===== config.mk =====
export PLATFORM = sky130hd
export DESIGN_NAME = hkv_row_upd
export DESIGN_NICKNAME = d
export VERILOG_FILES = /design/src/rtl/hkv_pkg.sv /design/src/rtl/hkv_row_upd.sv
export SDC_FILE = /design/constraint.sdc
export NUM_CORES = 1
export LEC_CHECK = 0
export BUFFER_PORTS_ARGS = -buffer_cell sky130_fd_sc_hd__buf_2
export CAP_MARGIN = 20
export CORE_AREA = 2 2 242 244
export DETAILED_ROUTE_END_ITERATION = 16
export DIE_AREA = 0 0 244 246
export GPL_TIMING_DRIVEN = 0
export REMOVE_ABC_BUFFERS = 1
export SLEW_MARGIN = 10
export SYNTH_ARGS = -nofsm -noshare
export SYNTH_HDL_FRONTEND = slang
export SYNTH_SLANG_ARGS = --single-unit

===== constraint.sdc =====
create_clock -name vclk -period 3.86
set_input_delay 0.579 -clock vclk [all_inputs]
set_output_delay 0.579 -clock vclk [all_outputs]
set_load 0.01 [all_outputs]

===== src/rtl/hkv_pkg.sv =====
// Package for the hashed key-value store: request and status codes, field widths,
// entry layout and the lookup result type. It has no dependencies.
package hkv_pkg;

    localparam int KEY_W   = 32;
    localparam int VAL_W   = 32;
    localparam int ENTRY_W = 1 + KEY_W + VAL_W;

    localparam int E_VAL_LSB = 0;
    localparam int E_KEY_LSB = VAL_W;
    localparam int E_VLD_BIT = VAL_W + KEY_W;

    localparam logic [1:0] REQ_GET    = 2'd0;
    localparam logic [1:0] REQ_PUT    = 2'd1;
    localparam logic [1:0] REQ_DELETE = 2'd2;

    localparam logic [1:0] ST_HIT    = 2'd0;
    localparam logic [1:0] ST_MISS   = 2'd1;
    localparam logic [1:0] ST_STORED = 2'd2;
    localparam logic [1:0] ST_FULL   = 2'd3;

    typedef struct packed {
        logic                    wr;
        logic [1:0]              status;
        logic signed [VAL_W-1:0] found;
    } t_row_res;

endpackage


===== src/rtl/hkv_row_upd.sv =====
// Compares one bucket row against the request key and builds the updated row and result.
// Depends on hkv_pkg.
module hkv_row_upd
    import hkv_pkg::*;
#(
    parameter int WAYS = 4
) (
    input  logic [WAYS*ENTRY_W-1:0] i_row,
    input  logic [1:0]              i_req_type,
    input  logic [KEY_W-1:0]        i_key,
    input  logic [VAL_W-1:0]        i_new_value,
    output logic [WAYS*ENTRY_W-1:0] o_row,
    output t_row_res                o_res
);
    logic [WAYS-1:0]    hit_vec;
    logic [WAYS-1:0]    free_vec;
    logic [WAYS-1:0]    hit_1h;
    logic [WAYS-1:0]    free_1h;
    logic               any_hit;
    logic               any_free;
    logic [VAL_W-1:0]   hit_val;

    always_comb begin
        hit_val = '0;
        for (int w = 0; w < WAYS; w++) begin
            hit_vec[w]  = i_row[w*ENTRY_W + E_VLD_BIT] &&
                          (i_row[w*ENTRY_W + E_KEY_LSB +: KEY_W] == i_key);
            free_vec[w] = !i_row[w*ENTRY_W + E_VLD_BIT];
        end
        hit_1h   = hit_vec & (~hit_vec + WAYS'(1));
        free_1h  = free_vec & (~free_vec + WAYS'(1));
        any_hit  = |hit_vec;
        any_free = |free_vec;
        for (int w = 0; w < WAYS; w++) begin
            if (hit_1h[w]) begin
                hit_val = hit_val | i_row[w*ENTRY_W + E_VAL_LSB +: VAL_W];
            end
        end
    end

    always_comb begin
        o_row        = i_row;
        o_res.wr     = 1'b0;
        o_res.status = ST_MISS;
        o_res.found  = '0;
        case (i_req_type)
            REQ_GET: begin
                if (any_hit) begin
                    o_res.status = ST_HIT;
                    o_res.found  = hit_val;
                end
            end
            REQ_PUT: begin
                if (any_hit || any_free) begin
                    o_res.status = ST_STORED;
                    o_res.wr     = 1'b1;
                end else begin
                    o_res.status = ST_FULL;
                end
                for (int w = 0; w < WAYS; w++) begin
                    if (any_hit) begin
                        if (hit_1h[w]) begin
                            o_row[w*ENTRY_W + E_VAL_LSB +: VAL_W] = i_new_value;
                        end
                    end else if (free_1h[w]) begin
                        o_row[w*ENTRY_W +: ENTRY_W] = {1'b1, i_key, i_new_value};
                    end
                end
            end
            REQ_DELETE: begin
                if (any_hit) begin
                    o_res.status = ST_HIT;
                    o_res.found  = hit_val;
                    o_res.wr     = 1'b1;
                end
                for (int w = 0; w < WAYS; w++) begin
                    if (hit_1h[w]) begin
                        o_row[w*ENTRY_W + E_VLD_BIT] = 1'b0;
                    end
                end
            end
            default: begin
                o_res.status = ST_MISS;
            end
        endcase
    end
endmodule

==> results of run 1 <==
## path summary, 6_finish.rpt
kind / from / to / slack, ns / cells after the start
worst min-delay path: i_row[204] / o_row[204] / 1.47 / 3
worst max-delay path: i_key[28] / o_row[182] / -0.11 / 13
## logic make-up after synthesis
group	count (synthesis)	share of synthesized area
AOI/OAI and AO/OA	114	0.106
xor gates and xnor gates	128	0.179
adders and majority gates	5	0.00999
buffers and inverters	125	0.116
muxes	256	0.460
and+or+nand+nor	134	0.129
## placed cells by master (no fill, tap or decap), types with 3 or more instances in the layout
cell type,netlist,routed
nor2_1,4,3
xor2_4,0,6
a21oi_1,35,35
clkbuf_16,0,9
buf_4,9,40
nand2_1,37,37
buf_12,0,30
nor3_1,5,3
mux2_4,0,129
nor3b_1,32,32
nor4_1,15,6
buf_6,24,216
ha_1,5,5
nor4_2,1,5
buf_2,32,403
xor2_1,62,51
nand3_1,8,5
xor2_2,0,5
o21ai_0,36,35
diode_2,0,12
buf_16,0,9
xnor2_1,66,59
xnor2_2,0,6
inv_1,39,39
buf_8,0,13
nand4_1,18,18
mux2_2,213,126
o22ai_1,33,33
nor4_4,0,5
## final cells by class
type	count	area [sq um]	area share
multi-input combinational	638	6440	0.471
timing repair buffer	724	6100	0.446
tap	765	957	0.0700
inverter	39	146	0.0107
antenna	12	30.0	0.00220
## routing by layer
layer,up-vias,part of all wire,global-route usage
li1,4016,-,-
met1,4536,0.36,0.205
met2,570,0.52,0.367
met3,146,0.057,0.0297
met4,10,0.062,0.0760
met5,-,0.00090,0
## worst max-delay path, cell delays in order
cell,delay (ns)
clkbuf_4,0.20
xor2_2,0.21
nor4_4,0.33
nand4_1,0.19
or4_4,0.64
nand4_4,0.17
buf_12,0.12
buf_8,0.10
or2_4,0.14
buf_12,0.11
buf_12,0.13
mux2_4,0.32
buf_6,0.13
## power by group
group	switching [W]	internal [W]	total [W]	leakage [nW]
combinational	0.000744	0.000758	0.00150	6.32
clock	0	0.000000000350	0.000000000350	0.0000791
sequential	0	0	0	0
## what timing repair did
action | CTS | global route
resized for setup | 288 | 342
endpoints found under the hold margin | 0 | 0
cloned | 11 | 13
setup endpoints to repair | 294 | 250
setup buffers | 48 | 21
pin swaps | 24 | 22
## metrics by stage
stage,instances,power (W),hold WS [ns]
6_report,2178,0.00150,1.47
5_1_grt,2176,0.00157,1.48
4_1_cts,2134,0.00132,1.48
3_5_place_dp,2077,0.00112,1.47
3_3_place_gp,2062,0.00111,1.47
2_1_floorplan,676,0.000436,1.28
==> impl_metrics.toml, run 1 <==
[run_status]
outcome = "finished, violations left"
violations = "negative setup slack"

[routing]
viasPerCell = 4.26
wl_per_cell_um = 29.9
drt-initial-drc-count = 353
finalWirelength_mm = 65.2
ant_nets = 0
dr.pass1.iters = 5
drc_errors = 0
via_count = 9278

[synthesis]
yosysUniqueCellTypes = 42
netlist_top_cells_area = "mux2_2 (38%), xnor2_1 (9.2%), xor2_1 (8.7%)"
yosysSeqAreaShare = 0
synth.most_common_cell = "mux2_2"
netlist_instances = 762
syn-cell-area_sq_mm = 0.00626
synth.top_cell.area_share = 0.383
ys_warn_count = 0
synth_top_cell_by_area = "mux2_2"
synthTopCellsByCount = "mux2_2 (213), xnor2_1 (66), xor2_1 (62)"
synth_area_per_cell_sq_um = 8.22

[critical_path]
critPathMaxFanout = 8
startpoint_type = "input port"
path_class = "in2out"
required_ns = 3.28
arrival_ns = 3.39
end_kind = "output port"

[placed_design]
dpl-instance-area_sq_mm = 0.0101
pre_cts_ws_ns = -1.24
hpwl_mm = 50.6
numPortBuffers = 621
place_congestion = 0.877

[job]
cap_violations = 0

[timing]
min_period_over_period = 1.03
setup_ws_ns = -0.114
fmax_mhz = 252
period_minus_slack_ns = 3.97
slew_headroom = 0.668
rsz0062_at_grt = "true"
tightestPinTransition_ns = 0.494
setup_viol = 133
setup_tns_ns = -4.10
hold_violations = 0
slew_viol_final = 0

[grt]
grt_max_degree = 59
antenna_found_initial = 17
grt_pass1_wl_mm = 78.4
overflow = 0
grt_usage = 0.190
grt_pass1_vias = 8988

[floorplan]
core_sq_mm = 0.0574
dieArea_sq_mm = 0.0600
io_pins = 621
start_util = 0.109
fp.dieH_um = 246
die_w_um = 244
rows = 88

[finish]
flops_and_latches = 0
nNetsFinal = 1734
fin_area_sq_mm = 0.0137
clock_buffers = 0
seqCellArea_sq_um = 0
layout-drive-gt1-share = 0.734
fill_cells = 6252
finish.utilization = 0.238
synthToLayoutAreaGrowth_pct = 118

[clock_tree]
hold_buffers = 0

[pwr]
irDropWorstVdd_mv = 0.0743
p_leak_nw = 6.32
powerDensity_mw_per_mm2 = 110

[hold_path]
hold_class = "in2out"
No activity file was read; power rests on OpenSTA's default activity.
==> run 2: changes to the inputs <==
--- a/config.mk
+++ b/config.mk
@@ -7,9 +7,9 @@
 export LEC_CHECK = 0
 export BUFFER_PORTS_ARGS = -buffer_cell sky130_fd_sc_hd__buf_2
 export CAP_MARGIN = 20
-export CORE_AREA = 2 2 242 244
+export CORE_AREA = 2 2 238 240
 export DETAILED_ROUTE_END_ITERATION = 16
-export DIE_AREA = 0 0 244 246
+export DIE_AREA = 0 0 240 242
 export GPL_TIMING_DRIVEN = 0
 export REMOVE_ABC_BUFFERS = 1
 export SLEW_MARGIN = 10
==> constraint.sdc (replaced) <==
create_clock -name vclk -period 3.35
set_input_delay 0.5025 -clock vclk [all_inputs]
set_output_delay 0.5025 -clock vclk [all_outputs]
set_load 0.01 [all_outputs]
==> impl_metrics.toml, run 2 (synthesized netlist as in run 1, its figures left out) <==
[run_status]
outcome = "finished, violations left"
violations = "negative setup slack"

[floorplan]
fp.dieH_um = 242
die_w_um = 240
core_sq_mm = 0.0557
rows = 87
start_util = 0.112
dieArea_sq_mm = 0.0581
io_pins = 621

[critical_path]
crit_top_cell = "buf_12"
path_class = "in2out"
startpoint_type = "input port"
cp-endpoint = "o_row[184]"
arrival_ns = 3.28
required_ns = 2.85
path_depth = 13
slowest_delay_ns = 0.46
path_cells = "buf_2 -> xor2_1 -> nor4_4 -> nand4_1 -> or3_4 -> buf_12 -> nand4_4 -> buf_12 -> buf_4 -> or2_4 -> buf_12 -> mux2_2 -> buf_2"
cp_top_family = "simple AND/OR/NAND/NOR gates"
end_kind = "output port"
cp_slowest_cell = "or3_4"
critPathMaxFanout = 16
critPathBufInv = 6
crit_start = "i_key[31]"

[placed_design]
hpwl_mm = 48.0
dp_cells = 2068
place_congestion = 0.884
numPortBuffers = 621

[timing]
tightestPinTransition_ns = 0.486
slew_viol_final = 0
period_minus_slack_ns = 3.79
rsz0062_at_grt = "true"
fmax_mhz = 264
setup_viol = 292
min_period_over_period = 1.13
slew_headroom = 0.675
setup_ws_ns = -0.435
hold_violations = 0

[finish]
finish.utilization = 0.228
synthToLayoutAreaGrowth_pct = 103
layout-drive-gt1-share = 0.718
seqCellArea_sq_um = 0
nNetsFinal = 1718
instances_no_fill = 2158
final_common_cell = "buf_2"
final_cell_mix = "buf_2 (466), mux2_2 (160), buf_6 (135), mux2_4 (69), xnor2_1 (64)"
clock_buffers = 0
flops_and_latches = 0
fill_cells = 6155
multiInputGateArea_sq_mm = 0.00624

[grt]
grt_pass1_wl_mm = 74.0
overflow = 0
grt_pass1_vias = 8688
grt_usage = 0.185
grt_max_degree = 60
antenna_found_initial = 23

[pwr]
seqPwrFrac = 0
p_leak_nw = 5.76
clkPwrFrac = 0
irDropWorstVdd_mv = 0.0968
powerDensity_mw_per_mm2 = 123
cell_internal_pwr_w = 0.000764
power.switching_w = 0.000799
power_frac_comb = 1.000
switching_share = 0.511

[routing]
via_count = 9007
dr.pass1.iters = 5
ant_nets = 0
wl_per_cell_um = 28.0
viasPerCell = 4.17
finalWirelength_mm = 60.5
drc_errors = 0
drt-initial-drc-count = 413

[hold_path]
hold_class = "in2out"

[job]
cap_violations = 0
-- run 2: power groups by stage --
stage / Combinational, W / Sequential [W] / Clock, W
2_1_floorplan: 0.000502 / 0 / 0
3_3_place_gp: 0.00125 / 0 / 0
3_5_place_dp: 0.00126 / 0 / 0
4_1_cts: 0.00148 / 0 / 0
5_1_grt: 0.00164 / 0 / 0.000000000639
6_report: 0.00156 / 0 / 0.000000000681
-- run 2: through the flow --
step           hold WS [ns]  setup TNS, ns  setup slack, ns  area (sq um)  total power [W]
2_1_floorplan          1.12        -184.96            -1.73          5690         0.000502
3_3_place_gp           1.31       -1115.17            -5.99          9740          0.00125
3_5_place_dp           1.32        -429.34            -1.89         10100          0.00126
4_1_cts                1.31         -92.28           -0.417         11800          0.00148
5_1_grt                1.32        -111.80           -0.475         12700          0.00164
6_report               1.31         -97.45           -0.435         12700          0.00156
-- run 2: timing repair --
item,CTS,global route
gates cloned,7,11
pin swaps,35,8
setup buffers,55,1
gates resized for setup,256,141
endpoints found under the hold margin,0,0
endpoints found under the setup margin,294,293
hold buffers,0,0
-- run 2: final cells by class --
cell class                      count  share of cell area
Inverter                           39              0.0115
Tap cell                          756              0.0745
Antenna cell                       17             0.00335
Timing Repair Buffer              707               0.419
Multi-Input combinational cell    639               0.491
-- run 2: worst min path at each step --
stage | cells past startpoint | startpoint | to | slack (ns)
2_1_floorplan | 2 | i_row[64] | o_row[64] | 1.12
3_3_place_gp | 3 | i_row[141] | o_row[141] | 1.31
3_5_place_dp | 3 | i_row[141] | o_row[141] | 1.32
4_1_cts | 3 | i_row[172] | o_row[172] | 1.31
5_1_grt | 3 | i_row[172] | o_row[172] | 1.32
6_report | 3 | i_row[141] | o_row[141] | 1.31
-- run 2: metal layers --
| metal | vias up | track usage | routed length, um |
|---|---|---|---|
| met5 | - | 0 | 26 |
| met4 | 4 | 0.0627 | 3120 |
| met3 | 143 | 0.0188 | 3260 |
| met2 | 567 | 0.367 | 32000 |
| met1 | 4292 | 0.200 | 22100 |
| li1 | 4001 | - | - |
-- run 2: worst min-delay path: cells and delay by family --
kind	cells	cell delay [ns]
buffers and inverters	2	0.20
muxes	1	0.10
